## src/hdl/onewire_master_with_rom_search_top_defines.svh

```systemverilog
// ----------------------------------------------------------------------------
// Single-wire bus master: assertion macros
// Shared checks used at the end of the top level.
// ----------------------------------------------------------------------------
`ifndef ONEWIRE_MASTER_WITH_ROM_SEARCH_TOP_DEFINES_SVH
`define ONEWIRE_MASTER_WITH_ROM_SEARCH_TOP_DEFINES_SVH

// implication checked on every clock edge outside reset
`define OW_ASSERT_IMPL(label, ante, cons, msg) \
    label: assert property (@(posedge clk) disable iff (!rst_n) (ante) |-> (cons)) \
        else $error(msg);

// implication whose consequent is checked in the next cycle
`define OW_ASSERT_NEXT(label, ante, cons, msg) \
    label: assert property (@(posedge clk) disable iff (!rst_n) (ante) |=> (cons)) \
        else $error(msg);

`endif

```

## src/hdl/owm_pkg.sv

```systemverilog
// ----------------------------------------------------------------------------
// Single-wire bus master package
// Codes, register indexes and types shared by the block.
// ----------------------------------------------------------------------------
package owm_pkg;

    localparam int ROM_BYTES_DEF = 8;

    // commands
    localparam logic [2:0] CMD_TICK   = 3'd0;
    localparam logic [2:0] CMD_RESET  = 3'd1;
    localparam logic [2:0] CMD_XFER   = 3'd2;
    localparam logic [2:0] CMD_SEARCH = 3'd3;
    localparam logic [2:0] CMD_MATCH  = 3'd4;
    localparam logic [2:0] CMD_SKIP   = 3'd5;

    // status codes
    localparam logic [1:0] ST_OK      = 2'd0;
    localparam logic [1:0] ST_NOPRES  = 2'd1;
    localparam logic [1:0] ST_HUNG    = 2'd2;
    localparam logic [1:0] ST_DATAERR = 2'd3;

    // register indexes
    localparam logic [2:0] REG_RESET_LOW   = 3'd0;
    localparam logic [2:0] REG_PRES_DELAY  = 3'd1;
    localparam logic [2:0] REG_PRES_WINDOW = 3'd2;
    localparam logic [2:0] REG_RESET_HOLD  = 3'd3;
    localparam logic [2:0] REG_SLOT_REL    = 3'd4;
    localparam logic [2:0] REG_SAMPLE_PT   = 3'd5;
    localparam logic [2:0] REG_SLOT_LEN    = 3'd6;
    localparam logic [2:0] REG_GAP         = 3'd7;

    // ROM command bytes
    localparam logic [7:0] BYTE_SEARCH = 8'hF0;
    localparam logic [7:0] BYTE_MATCH  = 8'h55;
    localparam logic [7:0] BYTE_SKIP   = 8'hCC;

    typedef enum logic [7:0] {
        PH_IDLE  = 8'b0000_0001,
        PH_RLOW  = 8'b0000_0010,
        PH_RWAIT = 8'b0000_0100,
        PH_RPRES = 8'b0000_1000,
        PH_RHOLD = 8'b0001_0000,
        PH_RGAP  = 8'b0010_0000,
        PH_SLOT  = 8'b0100_0000,
        PH_SGAP  = 8'b1000_0000
    } phase_t;

    typedef struct packed {
        logic [9:0] reset_low;
        logic [7:0] pres_delay;
        logic [7:0] pres_window;
        logic [9:0] reset_hold;
        logic [5:0] slot_release;
        logic [7:0] sample_point;
        logic [7:0] slot_length;
        logic [7:0] gap;
    } timing_t;

endpackage

```

## src/hdl/owm_regs.sv

```systemverilog
// ----------------------------------------------------------------------------
// Single-wire bus master timing registers
// APB write and read of the eight timing registers.
// ----------------------------------------------------------------------------
module owm_regs
    import owm_pkg::*;
(
    input  logic        clk,
    input  logic        rst_n,
    input  logic        psel,
    input  logic        penable,
    input  logic        pwrite,
    input  logic [4:0]  paddr,
    input  logic [31:0] pwdata,
    output logic [31:0] prdata,
    output timing_t     timing
);

    timing_t     timing_reg;
    logic        wr_en;
    logic [2:0]  idx;

    assign wr_en  = psel && penable && pwrite;
    assign idx    = paddr[4:2];
    assign timing = timing_reg;

    // write the addressed register
    always_ff @(posedge clk or negedge rst_n)
    begin
        if (!rst_n)
        begin
            timing_reg.reset_low    <= 10'd600;
            timing_reg.pres_delay   <= 8'd15;
            timing_reg.pres_window  <= 8'd66;
            timing_reg.reset_hold   <= 10'd480;
            timing_reg.slot_release <= 6'd2;
            timing_reg.sample_point <= 8'd14;
            timing_reg.slot_length  <= 8'd65;
            timing_reg.gap          <= 8'd10;
        end
        else if (wr_en)
        begin
            unique case (idx)
                REG_RESET_LOW:   timing_reg.reset_low    <= pwdata[9:0];
                REG_PRES_DELAY:  timing_reg.pres_delay   <= pwdata[7:0];
                REG_PRES_WINDOW: timing_reg.pres_window  <= pwdata[7:0];
                REG_RESET_HOLD:  timing_reg.reset_hold   <= pwdata[9:0];
                REG_SLOT_REL:    timing_reg.slot_release <= pwdata[5:0];
                REG_SAMPLE_PT:   timing_reg.sample_point <= pwdata[7:0];
                REG_SLOT_LEN:    timing_reg.slot_length  <= pwdata[7:0];
                REG_GAP:         timing_reg.gap          <= pwdata[7:0];
                default:         timing_reg.gap          <= timing_reg.gap;
            endcase
        end
    end

    // read back
    always_comb
    begin
        unique case (idx)
            REG_RESET_LOW:   prdata = {22'd0, timing_reg.reset_low};
            REG_PRES_DELAY:  prdata = {24'd0, timing_reg.pres_delay};
            REG_PRES_WINDOW: prdata = {24'd0, timing_reg.pres_window};
            REG_RESET_HOLD:  prdata = {22'd0, timing_reg.reset_hold};
            REG_SLOT_REL:    prdata = {26'd0, timing_reg.slot_release};
            REG_SAMPLE_PT:   prdata = {24'd0, timing_reg.sample_point};
            REG_SLOT_LEN:    prdata = {24'd0, timing_reg.slot_length};
            REG_GAP:         prdata = {24'd0, timing_reg.gap};
            default:         prdata = 32'd0;
        endcase
    end

endmodule

```

## src/hdl/onewire_master_with_rom_search_top.sv

```systemverilog
// ----------------------------------------------------------------------------
// Single-wire bus master with ROM search
// Tick-driven bus reset, byte transfer, ROM search and device select.
// ----------------------------------------------------------------------------
//  channel   dir  payload
//  s_axis    in   tdata {line_level, rom_in, last_discrepancy, data_byte}, tuser command
//  m_axis    out  tdata {next_discrepancy, rom_out, data_out, status, done_res,
//                        busy_res, line_low}
//  apb       in   eight timing registers at byte address 4*i
//
// One item per clock while the output is not stalled: the sequencer advances
// one tick per accepted item and the result is registered. The output register
// holds one result; input is taken whenever that register is empty or being
// emptied. Reset returns the sequencer to idle and the timing registers to their
// defaults.
// ----------------------------------------------------------------------------
`include "onewire_master_with_rom_search_top_defines.svh"

module onewire_master_with_rom_search_top
    import owm_pkg::*;
#(
    parameter int ROM_BYTES = ROM_BYTES_DEF
)
(
    input  logic          clk,
    input  logic          rst_n,
    input  logic          s_axis_tvalid,
    output logic          s_axis_tready,
    // [7:0] data_byte, [14:8] last_discrepancy, [78:15] rom_in, [79] line_level
    input  logic [79:0]   s_axis_tdata,
    // [2:0] command
    input  logic [2:0]    s_axis_tuser,
    output logic          m_axis_tvalid,
    input  logic          m_axis_tready,
    // [0] line_low, [1] busy_res, [2] done_res, [4:3] status, [12:5] data_out,
    // [76:13] rom_out, [83:77] next_discrepancy
    output logic [87:0]   m_axis_tdata,
    input  logic          psel,
    input  logic          penable,
    input  logic          pwrite,
    input  logic [4:0]    paddr,
    input  logic [31:0]   pwdata,
    output logic [31:0]   prdata,
    output logic          pready
);

    localparam int ROM_BITS = ROM_BYTES * 8;
    localparam int BI_W     = $clog2(ROM_BITS + 1);

    timing_t timing;

    owm_regs u_regs (
        .clk     (clk),
        .rst_n   (rst_n),
        .psel    (psel),
        .penable (penable),
        .pwrite  (pwrite),
        .paddr   (paddr),
        .pwdata  (pwdata),
        .prdata  (prdata),
        .timing  (timing)
    );
    assign pready = 1'b1;

    // input fields
    logic [2:0]          cmd;
    logic [7:0]          in_byte;
    logic [6:0]          in_ld;
    logic [ROM_BITS-1:0] in_rom;
    logic                level;
    assign in_byte = s_axis_tdata[7:0];
    assign in_ld   = s_axis_tdata[14:8];
    assign in_rom  = s_axis_tdata[15 +: ROM_BITS];
    assign level   = s_axis_tdata[79];
    assign cmd     = s_axis_tuser;

    // state
    phase_t              phase_reg, phase_next;
    logic [2:0]          op_reg, op_next;
    logic [9:0]          tick_reg, tick_next;
    logic [BI_W-1:0]     bit_reg, bit_next;
    logic [3:0]          byte_reg, byte_next;
    logic [7:0]          shift_reg, shift_next;
    logic [ROM_BITS-1:0] rom_reg, rom_next;
    logic [ROM_BITS-1:0] prev_reg, prev_next;
    logic                first_reg, first_next;
    logic [6:0]          found_reg, found_next;
    logic [6:0]          start_reg, start_next;
    logic [7:0]          func_reg, func_next;
    logic [1:0]          st_reg, st_next;
    logic                tx_reg, tx_next;
    logic                rx_reg, rx_next;
    logic [1:0]          trip_reg, trip_next;

    logic                out_valid_reg;
    logic [87:0]         out_data_reg;
    logic                accept;

    assign s_axis_tready = !out_valid_reg || m_axis_tready;
    assign accept        = s_axis_tvalid && s_axis_tready;
    assign m_axis_tvalid = out_valid_reg;
    assign m_axis_tdata  = out_data_reg;

    // result of this tick
    logic                r_line, r_done;
    logic [1:0]          r_status;
    logic [7:0]          r_data;
    logic [ROM_BITS-1:0] r_rom;
    logic [6:0]          r_next;

    // per-tick helpers
    logic [9:0]  tick_inc;
    logic [9:0]  d_rlow, d_hold;
    logic [7:0]  d_delay, d_win, d_slot;
    logic [3:0]  nbyte;
    logic [7:0]  sb_new;
    logic [BI_W-1:0] bi_dec;
    logic        sb, sc;
    logic        prevbit;
    logic [6:0]  bit7;
    logic [BI_W-1:0] kidx;
    logic        end_reset;
    logic        slot_end;

    assign d_rlow  = (timing.reset_low == 10'd0)  ? 10'd1 : timing.reset_low;
    assign d_hold  = (timing.reset_hold == 10'd0) ? 10'd1 : timing.reset_hold;
    assign d_delay = (timing.pres_delay == 8'd0)  ? 8'd1  : timing.pres_delay;
    assign d_win   = (timing.pres_window == 8'd0) ? 8'd1  : timing.pres_window;
    assign d_slot  = (timing.slot_length == 8'd0) ? 8'd1  : timing.slot_length;

    // sequencer next state
    always_comb
    begin
        phase_next = phase_reg;  op_next    = op_reg;     tick_next  = tick_reg;
        bit_next   = bit_reg;    byte_next  = byte_reg;   shift_next = shift_reg;
        rom_next   = rom_reg;    prev_next  = prev_reg;   first_next = first_reg;
        found_next = found_reg;  start_next = start_reg;  func_next  = func_reg;
        st_next    = st_reg;     tx_next    = tx_reg;     rx_next    = rx_reg;
        trip_next  = trip_reg;
        r_line = 1'b0; r_done = 1'b0; r_status = ST_OK; r_data = 8'd0;
        r_rom = '0; r_next = 7'd0;
        nbyte = 4'd0; sb_new = 8'd0; sb = 1'b0; sc = 1'b0; prevbit = 1'b0;
        bit7 = 7'd0; kidx = '0; bi_dec = '0;
        end_reset = 1'b0; slot_end = 1'b0;

        // take a command while idle
        if (phase_reg == PH_IDLE && cmd >= CMD_RESET && cmd <= CMD_SKIP)
        begin
            op_next = cmd;
            st_next = ST_OK;
            tick_next = 10'd0;
            if (cmd == CMD_XFER)
            begin
                shift_next = in_byte;
                bit_next   = BI_W'(8);
                tx_next    = in_byte[0];
                rx_next    = in_byte[0];
                phase_next = PH_SLOT;
            end
            else
            begin
                phase_next = PH_RLOW;
                if (cmd == CMD_SEARCH)
                begin
                    start_next = in_ld;
                    prev_next  = in_rom;
                    found_next = 7'd0;
                    rom_next   = '0;
                end
                else if (cmd != CMD_RESET)
                begin
                    func_next = in_byte;
                    prev_next = in_rom;
                end
            end
        end

        tick_inc = tick_next + 10'd1;

        // one tick of the current phase
        unique case (phase_next)
            PH_IDLE: ;
            PH_RLOW:
            begin
                r_line = 1'b1;
                tick_next = tick_inc;
                if (tick_inc >= d_rlow)
                begin
                    phase_next = PH_RWAIT; tick_next = 10'd0;
                end
            end
            PH_RWAIT:
            begin
                tick_next = tick_inc;
                if (tick_inc >= {2'd0, d_delay})
                begin
                    phase_next = PH_RPRES; tick_next = 10'd0;
                end
            end
            PH_RPRES, PH_RHOLD, PH_RGAP:
            begin
                if (phase_next == PH_RPRES)
                begin
                    if (!level)
                    begin
                        phase_next = PH_RHOLD; tick_next = 10'd0;
                    end
                    else
                    begin
                        tick_next = tick_inc;
                        if (tick_inc >= {2'd0, d_win})
                        begin
                            st_next = ST_NOPRES; end_reset = 1'b1;
                        end
                    end
                end
                else if (phase_next == PH_RHOLD)
                begin
                    tick_next = tick_inc;
                    if (tick_inc >= d_hold)
                    begin
                        if (!level)
                        begin
                            st_next = ST_HUNG; end_reset = 1'b1;
                        end
                        else if (timing.gap == 8'd0)
                            end_reset = 1'b1;
                        else
                        begin
                            phase_next = PH_RGAP; tick_next = 10'd0;
                        end
                    end
                end
                else
                begin
                    tick_next = tick_inc;
                    if (tick_inc >= {2'd0, timing.gap})
                        end_reset = 1'b1;
                end
                // hand over after the reset sequence
                if (end_reset)
                begin
                    tick_next = 10'd0;
                    if (op_next == CMD_RESET)
                    begin
                        phase_next = PH_IDLE; r_done = 1'b1; r_status = st_next;
                    end
                    else if (op_next == CMD_SEARCH && st_next != ST_OK)
                    begin
                        phase_next = PH_IDLE; r_done = 1'b1; r_status = ST_NOPRES;
                    end
                    else
                    begin
                        byte_next  = 4'd0;
                        shift_next = (op_next == CMD_SEARCH) ? BYTE_SEARCH :
                                     (op_next == CMD_MATCH)  ? BYTE_MATCH : BYTE_SKIP;
                        bit_next   = BI_W'(8);
                        tx_next    = shift_next[0];
                        rx_next    = shift_next[0];
                        phase_next = PH_SLOT;
                    end
                end
            end
            PH_SLOT, PH_SGAP:
            begin
                if (phase_next == PH_SLOT)
                begin
                    r_line = ({4'd0, tick_next} < {8'd0, timing.slot_release}) || !tx_next;
                    if (tick_next == {2'd0, timing.sample_point} && !level)
                        rx_next = 1'b0;
                    tick_next = tick_inc;
                    if (tick_inc >= {2'd0, d_slot})
                    begin
                        if (timing.gap == 8'd0)
                            slot_end = 1'b1;
                        else
                        begin
                            phase_next = PH_SGAP; tick_next = 10'd0;
                        end
                    end
                end
                else
                begin
                    tick_next = tick_inc;
                    if (tick_inc >= {2'd0, timing.gap})
                        slot_end = 1'b1;
                end
                // decide the next slot
                if (slot_end)
                begin
                    tick_next = 10'd0;
                    bi_dec = (bit_next == '0) ? '0 : bit_next - BI_W'(1);
                    if (op_next == CMD_SEARCH && byte_next == 4'd1)
                    begin
                        if (trip_next == 2'd0)
                        begin
                            first_next = rx_next; trip_next = 2'd1;
                            tx_next = 1'b1; rx_next = 1'b1; phase_next = PH_SLOT;
                        end
                        else if (trip_next == 2'd1)
                        begin
                            sb = first_next; sc = rx_next;
                            if (sb && sc)
                            begin
                                phase_next = PH_IDLE; r_done = 1'b1; r_status = ST_DATAERR;
                            end
                            else
                            begin
                                bit7 = 7'(bit_next);
                                kidx = BI_W'(ROM_BITS) - bit_next;
                                prevbit = prev_next[kidx[BI_W-2:0]];
                                if (!sb && !sc && bit_next != '0)
                                begin
                                    if (start_next > bit7 || (prevbit && start_next != bit7))
                                    begin
                                        sb = 1'b1; found_next = bit7;
                                    end
                                end
                                rom_next = {sb, rom_next[ROM_BITS-1:1]};
                                trip_next = 2'd2;
                                tx_next = sb; rx_next = sb; phase_next = PH_SLOT;
                            end
                        end
                        else
                        begin
                            bit_next = bi_dec;
                            if (bi_dec == '0)
                            begin
                                phase_next = PH_IDLE; r_done = 1'b1;
                                r_rom = rom_next; r_next = found_next;
                            end
                            else
                            begin
                                trip_next = 2'd0; tx_next = 1'b1; rx_next = 1'b1;
                                phase_next = PH_SLOT;
                            end
                        end
                    end
                    else
                    begin
                        sb_new = {rx_next, shift_next[7:1]};
                        shift_next = sb_new;
                        bit_next = bi_dec;
                        if (bi_dec != '0)
                        begin
                            tx_next = sb_new[0]; rx_next = sb_new[0]; phase_next = PH_SLOT;
                        end
                        else if (op_next == CMD_XFER)
                        begin
                            phase_next = PH_IDLE; r_done = 1'b1; r_data = sb_new;
                        end
                        else if (op_next == CMD_SEARCH)
                        begin
                            byte_next = 4'd1; bit_next = BI_W'(ROM_BITS); trip_next = 2'd0;
                            tx_next = 1'b1; rx_next = 1'b1; phase_next = PH_SLOT;
                        end
                        else
                        begin
                            nbyte = byte_next + 4'd1;
                            byte_next = nbyte;
                            if (op_next == CMD_MATCH && nbyte >= 4'd1 && 
                                {28'd0, nbyte} <= 32'(ROM_BYTES))
                            begin
                                shift_next = prev_next[{nbyte[2:0] - 3'd1, 3'd0} +: 8];
                                bit_next = BI_W'(8);
                                tx_next = shift_next[0]; rx_next = shift_next[0];
                                phase_next = PH_SLOT;
                            end
                            else if ((op_next == CMD_MATCH && {28'd0, nbyte} == 32'(ROM_BYTES + 1))
                                     || (op_next != CMD_MATCH && nbyte == 4'd1))
                            begin
                                shift_next = func_next; bit_next = BI_W'(8);
                                tx_next = func_next[0]; rx_next = func_next[0];
                                phase_next = PH_SLOT;
                            end
                            else
                            begin
                                phase_next = PH_IDLE; r_done = 1'b1; r_status = st_next;
                            end
                        end
                    end
                end
            end
            default:
            begin
                phase_next = PH_IDLE; tick_next = 10'd0;
            end
        endcase
    end

    // sequencer registers
    always_ff @(posedge clk or negedge rst_n)
    begin
        if (!rst_n)
        begin
            phase_reg <= PH_IDLE; op_reg <= 3'd0; tick_reg <= 10'd0; bit_reg <= '0;
            byte_reg <= 4'd0; shift_reg <= 8'd0; rom_reg <= '0; prev_reg <= '0;
            first_reg <= 1'b0; found_reg <= 7'd0; start_reg <= 7'd0; func_reg <= 8'd0;
            st_reg <= 2'd0; tx_reg <= 1'b0; rx_reg <= 1'b0; trip_reg <= 2'd0;
        end
        else if (accept)
        begin
            phase_reg <= phase_next; op_reg <= op_next; tick_reg <= tick_next;
            bit_reg <= bit_next; byte_reg <= byte_next; shift_reg <= shift_next;
            rom_reg <= rom_next; prev_reg <= prev_next; first_reg <= first_next;
            found_reg <= found_next; start_reg <= start_next; func_reg <= func_next;
            st_reg <= st_next; tx_reg <= tx_next; rx_reg <= rx_next; trip_reg <= trip_next;
        end
    end

    // output register
    always_ff @(posedge clk or negedge rst_n)
    begin
        if (!rst_n)
            out_valid_reg <= 1'b0;
        else if (accept)
            out_valid_reg <= 1'b1;
        else if (m_axis_tready)
            out_valid_reg <= 1'b0;
    end

    always_ff @(posedge clk)
    begin
        if (accept)
            out_data_reg <= {4'd0, r_next, r_rom, r_data, r_status, r_done,
                             phase_next != PH_IDLE, r_line};
    end

    `OW_ASSERT_IMPL(a_busy_done, m_axis_tvalid && m_axis_tdata[2], !m_axis_tdata[1],
        "done with busy set")
    `OW_ASSERT_NEXT(a_hold_out, m_axis_tvalid && !m_axis_tready, m_axis_tvalid,
        "result dropped under stall")
    `OW_ASSERT_IMPL(a_idle_onehot, 1'b1, $onehot(phase_reg), "phase not one-hot")

endmodule

```

## config.mk

```make
export PLATFORM = sky130hd
export DESIGN_NAME = onewire_master_with_rom_search_top
export DESIGN_NICKNAME = d
export VERILOG_FILES = /design/src/hdl/owm_pkg.sv /design/src/hdl/owm_regs.sv /design/src/hdl/onewire_master_with_rom_search_top.sv
export VERILOG_INCLUDE_DIRS = /design/src /design/src/hdl
export SDC_FILE = /design/constraint.sdc
export NUM_CORES = 1
export LEC_CHECK = 0
export BUFFER_PORTS_ARGS = -buffer_cell sky130_fd_sc_hd__clkbuf_2
export CORE_AREA = 2 2 188 190
export CTS_CLUSTER_SIZE = 25
export DETAILED_ROUTE_END_ITERATION = 8
export DIE_AREA = 0 0 190 192
export PLACE_DENSITY = 0.87
export SLEW_MARGIN = 40
export SYNTH_ARGS = -nofsm -noshare
export SYNTH_HDL_FRONTEND = slang
export SYNTH_HIERARCHICAL = 1
export SYNTH_SLANG_ARGS = --single-unit
```

## constraint.sdc

```tcl
create_clock -name clk -period 17.15 [get_ports clk]
set_input_delay 5.145 -clock clk [delete_from_list [all_inputs] [get_ports clk]]
set_output_delay 5.145 -clock clk [all_outputs]
set_load 0.1 [all_outputs]
```

Word level (Yosys, flattened, before mapping)

Cells that the tools add are included.

Bits in registers: 348
Bits of input ports: 127
Output and inout bits: 123
Word-level logic and storage cells: 373

Add/subtract/negate cells: 5
Magnitude comparators: 13
Eq/ne operators: 42
Shift operators: 1
Multiplexer cells: 223
Bitwise operators: 5
Reduce and logical (&&, ||, !) cells: 56

Operators with widths:

| kind                                                                   | number |
|---|---|
| 64-bit 2-to-1 mux                                                      | 13 |
| 8-bit 2-to-1 mux                                                       | 38 |
| 7-bit 2-to-1 mux                                                       | 39 |
| 32-bit one-hot mux with 8 select lines                                 | 1 |
| 10-bit 2-to-1 mux                                                      | 15 |
| 1-bit 2-to-1 mux                                                       | 68 |
| 64-bit by 7-bit indexed part select with 8-bit output                  | 1 |
| 2-bit 2-to-1 mux                                                       | 29 |
| 10-bit one-hot mux with 5 select lines                                 | 1 |
| 10-bit by 8-bit >= comparator with 1-bit output                        | 4 |
| 8-bit one-hot mux with 5 select lines                                  | 1 |
| 8-bit logical NOT                                                      | 4 |
| 4-bit 2-to-1 mux                                                       | 8 |
| 10-bit >= comparator                                                   | 2 |
| 10-bit logical NOT                                                     | 2 |
| 3-bit by 2-bit equality test with 1-bit output (second input constant) | 6 |
| 2-bit inequality test (second input constant)                          | 9 |
| 8-bit by 1-bit equality test with 1-bit output (second input constant) | 2 |
| 1-bit logical AND                                                      | 16 |
| 8-bit one-hot mux with 2 select lines                                  | 1 |
| 2-bit AND reduction                                                    | 8 |
| 3-bit equality test (second input constant)                            | 5 |
| 7-bit logical NOT                                                      | 2 |
| 7-bit one-hot mux with 2 select lines                                  | 1 |
| 48 further kinds                                                       | 69 |

Logic depth before layout (Yosys ltp)

Gate-level depths: netlist (run 1).

Depth after elaboration: 19
Gate-level depth with buffers: 24
Gate-level depth less buffers: 19

By module

The synthesis (run 1) kept the hierarchy.

Modules (own cells, without submodules):

| module                             | times used | cells an instance | area an instance (µm²) |
|---|---|---|---|
| onewire_master_with_rom_search_top | 1          | 1700              | 17195.2 |
| owm_regs                           | 1          | 252               | 3316.9 |

Worst setup path after synthesis (run 1)

OpenSTA, ideal clock, no wires.

Path kind: input port to output port
Start: in paddr[3]
End: out prdata[6]
Data arrival time: 7238 ps
Path slack: 4767 ps
Stages on the path: 5
Path buffers: 2
Path through: buf_2 > buf_2 > a211oi_1 > a211oi_1 > a21oi_1

Longest elaborated chain between the ends: 2
Elaborated cells on any way between the ends: 9
Classes of those cells: 7 x eq/ne; 1 x mux; 1 x reduce/logical

Ends and longest elaborated chain:

| element                                           | line                                     | text |
|---|---|---|
| start, declared                                   | onewire_master_with_rom_search_top.sv:41 | `input logic [4:0] paddr,` |
| 3-bit equality test, or another cell as far along | owm_regs.sv:60                           | `unique case (idx)` |
| 32-bit one-hot mux with 8 select lines (*)        | owm_regs.sv:60                           |  |
| end, declared                                     | onewire_master_with_rom_search_top.sv:43 | `output logic [31:0] prdata,` |

Mark *: on every way between the ends. The rest lies on a longest branch, timed or not. The select of a mux whose other input is x is not followed.

Worst setup path in the final report (run 1)

Start: in paddr[3]
End: out prdata[3]

The elaborated chain is that of the path after synthesis.

==> flow_metrics.env, run 1 <==
export IMPL_status="completed"
export IMPL_critPathMaxStageDelay_ns=0.46
export IMPL_cts_buffer_depth=3
export IMPL_finClkSkew_ns=0.0195
export IMPL_synth_edf_count=84
export IMPL_root_buffer="clkbuf_16"
export IMPL_post_route_period_util_pct=71.0
export IMPL_netlist_instances=1952
export IMPL_avgSynthCellArea_um2=10.5
export IMPL_path_cells="clkbuf_2 -> nand2b_1 -> nor2_1 -> a211oi_1 -> o22a_1 -> clkbuf_2"
export IMPL_tightest_slew_ns=0.847
export IMPL_avgViaCountPerCell=6.46
export IMPL_dp_hpwl_mm=38.0
export IMPL_layout_drive_gt1_share_pct=25.2
export IMPL_synth_top_family_by_area="simple AND/OR/NAND/NOR gates"
export IMPL_rsz0062_at_grt="no"
export IMPL_cts_setup_buffers=0
export IMPL_ys_ff_latch=347
export IMPL_core_area_um2=34300
export IMPL_gr_total_overflow=0
export IMPL_switching_share_pct=39.4
export IMPL_synth_xor_area_share_pct=0.640
export IMPL_routed_wl_mm=54.6
export IMPL_synth_compound_area_share_pct=14.9
export IMPL_syn_to_final_growth_pct=13.0
export IMPL_firstDrtPassIters=6
export IMPL_initial_core_util_pct=59.8
export IMPL_cts_resized=0
export IMPL_fin_setup_tns_ns=0
export IMPL_start_kind="input pin"
export IMPL_die_h_um=192
export IMPL_final_common_cell="dfrtp_1"
export IMPL_power_frac_seq_pct=32.9
export IMPL_drc=0
export IMPL_io_buffers=198
export IMPL_numClockSinks=347
export IMPL_intPower_mw=2.14
export IMPL_cts_made_buffers=38
export IMPL_grt_pass1_vias=15900
export IMPL_slew_viol_final=0
export IMPL_crit_path_max_fanout=30
export IMPL_synth_yosys_seq_area_share_pct=44.5
export IMPL_drt_iter0_markers=1572
export IMPL_htreeDepth=2
export IMPL_yosysTopAreaCell="dfrtp_1"
export IMPL_crit_top_cell="clkbuf_2"
export IMPL_clkSlewWorstSetupHoldPaths_ns=0.06
export IMPL_synth_area_top_cells="dfrtp_1 29%, edfxtp_1 12%, mux2_2 7.6%"
export IMPL_worstPathArrival_ns=7.03
export IMPL_hold_class="reg -> reg"
export IMPL_end_kind="output port"
export IMPL_ios=250
export IMPL_nets=2284
export IMPL_finalHoldViolCount=0
export IMPL_synthArstFlopShare_pct=75.8
export IMPL_grt_first_pass_wirelength_mm=85.8
export IMPL_fmax_mhz=82.2
export IMPL_antenna_found_initial=2
export IMPL_final_util_pct=67.6
export IMPL_p_leak_nw=10.3
export IMPL_combinationalPowerShare_pct=41.5
export IMPL_p_switching_mw=1.39
export IMPL_synth_cell_types=103
export IMPL_clockPowerShare_pct=25.5
export IMPL_path_delay_family="buffers and inverters"
export IMPL_cts_tree="done"
export IMPL_finalCriticalPeriod_ns=12.17
export IMPL_drv_cap=0
export IMPL_largest_reg_flops=84
export IMPL_synth_mux_area_share_pct=15.4
export IMPL_vias=16700
export IMPL_wl_per_cell_um=21.2
export IMPL_layout_common_cells="239 x dfrtp_1, 197 x clkbuf_2, 193 x nand2_1, 138 x mux2_2, 105 x nor2_1"
export IMPL_setup_viol_count_final=0
export IMPL_max_slew_margin_rel_pct=43.3
export IMPL_power_mw=3.53
export IMPL_synth_top_area_share_pct=29.3
export IMPL_p_per_area_nw_per_um2=152
export IMPL_grtUsageTotal_pct=29.7
export IMPL_yosysWarnings=6
export IMPL_synth_fa_ha_area_share_pct=3.92
export IMPL_die_w_um=190
export IMPL_hold_buffers=0
export IMPL_worstPathRequired_ns=12.00
export IMPL_crit_slowest_cell="clkbuf_2"
export IMPL_cp_buffers_inverters=2
export IMPL_gp_congestion=0.946
export IMPL_netlist_area_um2=20500
export IMPL_grt_max_degree=101
export IMPL_postRouteAntennaNets=0
export IMPL_clkLatencyLatePin_ns=0.53
export IMPL_rows=68
export IMPL_synth_simple_area_share_pct=15.9
export IMPL_synth_ff_type="dfrtp_1"
export IMPL_ir_worst_vdd_mv=0.117
export IMPL_timing_worst_setup_path_type="in -> out"
export IMPL_die_area_um2=36500
-- area by class of cell --
type | instances | area, µm²
Fill cell | 2550 | 11100
Multi-Input combinational cell | 1420 | 10600
Sequential cell | 347 | 9130
Timing Repair Buffer | 225 | 1280
Clock buffer | 47 | 1040
Tap cell | 455 | 569
Clock inverter | 22 | 337
Inverter | 64 | 243
Antenna cell | 1 | 2.50
-- kinds of logic (layout without fill, tap and decap cells) --
family                     count (synthesis)  count (layout)
xor gates and xnor gates                  15              15
other                                      3              28
AOI/OAI and AO/OA                        421             421
and+or+nand+nor                          635             635
DFF                                      347             347
muxes                                    257             257
buffers and inverters                    209             358
adders and majority gates                 65              65
-- layer usage --
metal | routed length [µm] | global-route usage (%) | vias to the layer above
li1 | - | - | 7492
met1 | 22400 | 41.0 | 8135
met2 | 25100 | 46.8 | 888
met3 | 5300 | 5.94 | 154
met4 | 1790 | 10.5 | 2
met5 | 11 | 0 | -
-- metrics by stage --
step,worst slack [ns],hold slack (ns),std cells,instance area (µm²)
after floorplan,4.77,0.440,1976,20600
after global placement,5.08,0.452,2507,21700
after detailed placement,5.05,0.461,2508,21700
after CTS,5.04,0.477,2577,23100
after global routing,4.86,0.503,2580,23200
final,4.98,0.475,2581,23200
-- tightest hold or removal path: stages (launching register included) --
cell and delay, ns:
dfrtp_1 0.34, nand2_1 0.05, nand2_1 0.05
-- power groups by stage --
stage               Clock, mW  Combinational, mW  Sequential, mW
floorplan                   0               1.03            1.17
global placement            0               1.37            1.15
detailed placement          0               1.41            1.17
CTS                     0.910               1.42            1.15
global route            0.947               1.56            1.18
finish                  0.900               1.46            1.16
-- synth_stat cells (8+ instances only) --
master / instances
o211ai_1: 13
buf_4: 36
nand2_1: 194
nand2b_1: 24
o21ai_1: 20
edfxtp_1: 84
a22oi_1: 8
ha_1: 61
or3_1: 13
nor2_1: 108
nor3_1: 29
mux2_4: 10
nand3_1: 55
nand3b_1: 10
nor4_1: 16
buf_2: 12
a21o_1: 11
and2_1: 82
o31ai_1: 9
dfstp_2: 23
mux2_2: 138
a21oi_1: 68
mux4_2: 29
clkbuf_1: 89
nor2b_1: 20
a22o_1: 74
a311oi_1: 11
a31oi_1: 22
dfrtp_1: 240
a211oi_1: 21
o22ai_1: 19
mux2i_1: 79
xor2_1: 8
inv_1: 61
o21ai_0: 53
and3_1: 16
nand4_1: 13
-- final timing paths --
| path | cells after the start | end | from | slack, ns |
|---|---|---|---|---|
| worst max-delay path | 6 | prdata[3] | paddr[3] | 4.98 |
| worst min-delay path | 2 | start_reg[6]$_DFFE_PN0P_ | start_reg[6]$_DFFE_PN0P_ | 0.47 |
| worst max register to register | 19 | bit_reg[0]$_DFFE_PN0P_ | phase_reg[2]$_DFFE_PN0P_ | 10.31 |
| worst min register to register | 2 | start_reg[6]$_DFFE_PN0P_ | start_reg[6]$_DFFE_PN0P_ | 0.47 |
| max in group asynchronous | 3 | u_regs/timing[46]$_DFFE_PN1P_ | rst_n | 11.74 |
| min in group asynchronous | 1 | prev_reg[47]$_DFFE_PN0P_ | rst_n | 4.47 |
No activity file was read; power rests on OpenSTA's default activity.
==> run 2, diff against run 1 <==
--- a/config.mk
+++ b/config.mk
@@ -6,12 +6,13 @@
 export SDC_FILE = /design/constraint.sdc
 export NUM_CORES = 1
 export LEC_CHECK = 0
+export ABC_AREA = 1
 export BUFFER_PORTS_ARGS = -buffer_cell sky130_fd_sc_hd__clkbuf_2
-export CORE_AREA = 2 2 188 190
+export CORE_AREA = 2 2 201 203
 export CTS_CLUSTER_SIZE = 25
 export DETAILED_ROUTE_END_ITERATION = 8
-export DIE_AREA = 0 0 190 192
-export PLACE_DENSITY = 0.87
+export DIE_AREA = 0 0 203 205
+export PLACE_DENSITY = 0.85
 export SLEW_MARGIN = 40
 export SYNTH_ARGS = -nofsm -noshare
 export SYNTH_HDL_FRONTEND = slang
==> constraint.sdc (replaced) <==
create_clock -name clk -period 11.6 [get_ports clk]
set_input_delay 3.48 -clock clk [delete_from_list [all_inputs] [get_ports clk]]
set_output_delay 3.48 -clock clk [all_outputs]
set_load 0.1 [all_outputs]
==> run 2 against run 1 <==
Net effect:
- clock skew decreased by 0.0025 ns
- combinational power rose by 62%
- worst hold slack better by 0.0052 ns
- critical path depth down 1
- via count increased by 37%
- highest routed layer unchanged
==> flow_metrics.env, run 2 <==
export IMPL_grt_pass1_vias=20600
export IMPL_ir_worst_vdd_mv=0.126
export IMPL_setup_viol_count_final=0
export IMPL_netlist_area_um2=23300
export IMPL_firstDrtPassIters=6
export IMPL_rows=73
export IMPL_max_slew_margin_rel_pct=43.5
export IMPL_yosysMostFrequentCell="nand2_1"
export IMPL_synth_ff_type="dfrtp_1"
export IMPL_place_area_um2=24300
export IMPL_nets=3594
export IMPL_htreeDepth=2
export IMPL_hold_class="reg -> reg"
export IMPL_synth_yosys_seq_area_share_pct=39.1
export IMPL_synthArstFlopShare_pct=75.8
export IMPL_final_util_pct=65.1
export IMPL_cts_setup_buffers=0
export IMPL_critPathMaxStageDelay_ns=0.81
export IMPL_post_route_period_util_pct=77.4
export IMPL_core_area_um2=39400
export IMPL_grt_first_pass_wirelength_mm=107
export IMPL_end_kind="output port"
export IMPL_postRouteAntennaNets=0
export IMPL_grtUsageTotal_pct=32.1
export IMPL_worst_slack_ns=2.62
export IMPL_crit_top_cell="clkbuf_2"
export IMPL_seqCellArea_um2=9130
export IMPL_worstPathRequired_ns=8.12
export IMPL_start_kind="input pin"
export IMPL_multiInputGateArea_um2=11700
export IMPL_fmax_mhz=111
export IMPL_layout_drive_gt1_share_pct=12.8
export IMPL_antenna_found_initial=1
export IMPL_clkSlewWorstSetupHoldPaths_ns=0.06
export IMPL_wl_per_cell_um=16.9
export IMPL_largest_reg_flops=84
export IMPL_holdWs_ns=0.480
export IMPL_rsz0062_at_grt="no"
export IMPL_finalCriticalPeriod_ns=8.98
export IMPL_grt_max_degree=130
export IMPL_tightest_slew_ns=0.848
export IMPL_status="completed"
export IMPL_yosysTopAreaCell="dfrtp_1"
export IMPL_instances_no_fill=3962
export IMPL_timing_worst_setup_path_type="in -> out"
export IMPL_gp_congestion=0.975
export IMPL_final_common_cell="nand2_1"
export IMPL_clkLatencyLatePin_ns=0.57
export IMPL_fin_setup_tns_ns=0
export IMPL_routed_wl_mm=66.8
export IMPL_die_w_um=203
export IMPL_cts_tree="done"
export IMPL_p_per_area_nw_per_um2=212
export IMPL_yosysWarnings=6
export IMPL_ios=250
export IMPL_hold_buffers=0
export IMPL_cts_buffer_depth=3
export IMPL_fin_area_um2=25600
export IMPL_numClockSinks=347
export IMPL_fillers=3412
export IMPL_place_ws_ns=2.38
export IMPL_synth_cell_types=66
export IMPL_gr_total_overflow=0
export IMPL_layout_common_cells="923 x nand2_1, 384 x inv_1, 311 x o21ai_0, 293 x nor2_1, 276 x nand3_1"
export IMPL_root_buffer="clkbuf_16"
export IMPL_p_leak_nw=13.0
export IMPL_ys_ff_latch=347
export IMPL_crit_path_max_fanout=34
export IMPL_drv_cap=0
export IMPL_die_h_um=205
export IMPL_finalHoldViolCount=0
export IMPL_synth_area_top_cells="dfrtp_1 26%, nand2_1 15%, edfxtp_1 11%"
export IMPL_dp_hpwl_mm=44.7
export IMPL_netlist_instances=3320
export IMPL_syn_to_final_growth_pct=9.76
export IMPL_finClkSkew_ns=0.0169
export IMPL_avgViaCountPerCell=5.78
export IMPL_cts_made_buffers=39
export IMPL_synth_edf_count=84
export IMPL_avgSynthCellArea_um2=7.03
export IMPL_die_area_um2=41600
export IMPL_synth_top_area_share_pct=25.7
export IMPL_antenna_diode_count=0
export IMPL_dp_cells=3888
export IMPL_power_mw=5.43
export IMPL_slew_viol_final=0
export IMPL_io_buffers=198
export IMPL_drc=0
export IMPL_drt_iter0_markers=2611
export IMPL_synth_common_cells="926 x nand2_1, 384 x inv_1, 311 x o21ai_0"
export IMPL_vias=22900
export IMPL_path_cells="clkbuf_2 -> nor3_2 -> nand2_1 -> nand3_1 -> clkbuf_2"
export IMPL_initial_core_util_pct=59.3
export IMPL_crit_slowest_cell="nor3_2"
export IMPL_cts_resized=0
export IMPL_worstPathArrival_ns=5.50
## run 2: cell count changes after synthesis, moves of 26 or more
| cell | delta |
|---|---|
| mux2_2 | -137 |
| and2_1 | -82 |
| mux2i_1 | -76 |
| nand3_1 | +221 |
| o211ai_1 | +26 |
| inv_1 | +323 |
| nand2_1 | +732 |
| inv_2 | +31 |
| mux4_2 | -29 |
| a22o_1 | -73 |
| nand4_1 | +55 |
| nor2_1 | +188 |
| o21ai_0 | +258 |
| a21oi_1 | +39 |
## run 2: routing by layer
layer	wire length [µm]	up-vias	track usage, %
met3	6410	212	5.19
met5	11	-	0
met1	27500	10500	44.5
li1	-	11000	-
met4	3080	2	15.4
met2	29700	1201	49.1
## run 2: logic make-up (layout without fill, tap and decap cells)
group / after synthesis / after routing / synth area share, %
xor gates and xnor gates: 15 / 15 / 0.595
DFF: 347 / 347 / 39.1
adders and majority gates: 61 / 61 / 3.27
AOI/OAI and AO/OA: 601 / 601 / 14.4
other: 3 / 27 / 0.0482
buffers and inverters: 617 / 710 / 11.3
and+or+nand+nor: 1672 / 1672 / 31.1
muxes: 4 / 4 / 0.177
## run 2: area by class of cell
type / count / area share, %
tap: 525 / 2.56
clock buffer: 55 / 4.24
multi-input combinational: 2380 / 45.8
clock inverter: 17 / 0.757
inverter: 424 / 6.34
sequential: 347 / 35.7
timing repair buffer: 214 / 4.66
## run 2: worst paths after layout
path,startpoint,to,slack (ns),cells past startpoint
worst max-delay path,paddr[2],prdata[2],2.62,5
worst min-delay path,rom_reg[8]$_DFFE_PN0P_,rom_reg[8]$_DFFE_PN0P_,0.48,2
worst max register to register,phase_reg[4]$_DFFE_PN0P_,rom_reg[0]$_DFFE_PN0P_,5.89,28
worst min register to register,rom_reg[8]$_DFFE_PN0P_,rom_reg[8]$_DFFE_PN0P_,0.48,2
max in group asynchronous,rst_n,rom_reg[3]$_DFFE_PN0P_,7.59,3
min in group asynchronous,rst_n,u_regs/timing[57]$_DFFE_PN0P_,2.79,1
## run 2: worst max-delay path: cells and delay by family
family | cells | cell delay (ns)
buffers and inverters | 2 | 0.90
AND/OR/NAND/NOR | 3 | 1.12
## run 2: power breakdown
part	internal [mW]	switching [mW]	leakage [nW]
Sequential	1.57	0.226	3.97
Combinational	0.683	1.68	8.37
Clock	0.745	0.525	0.634
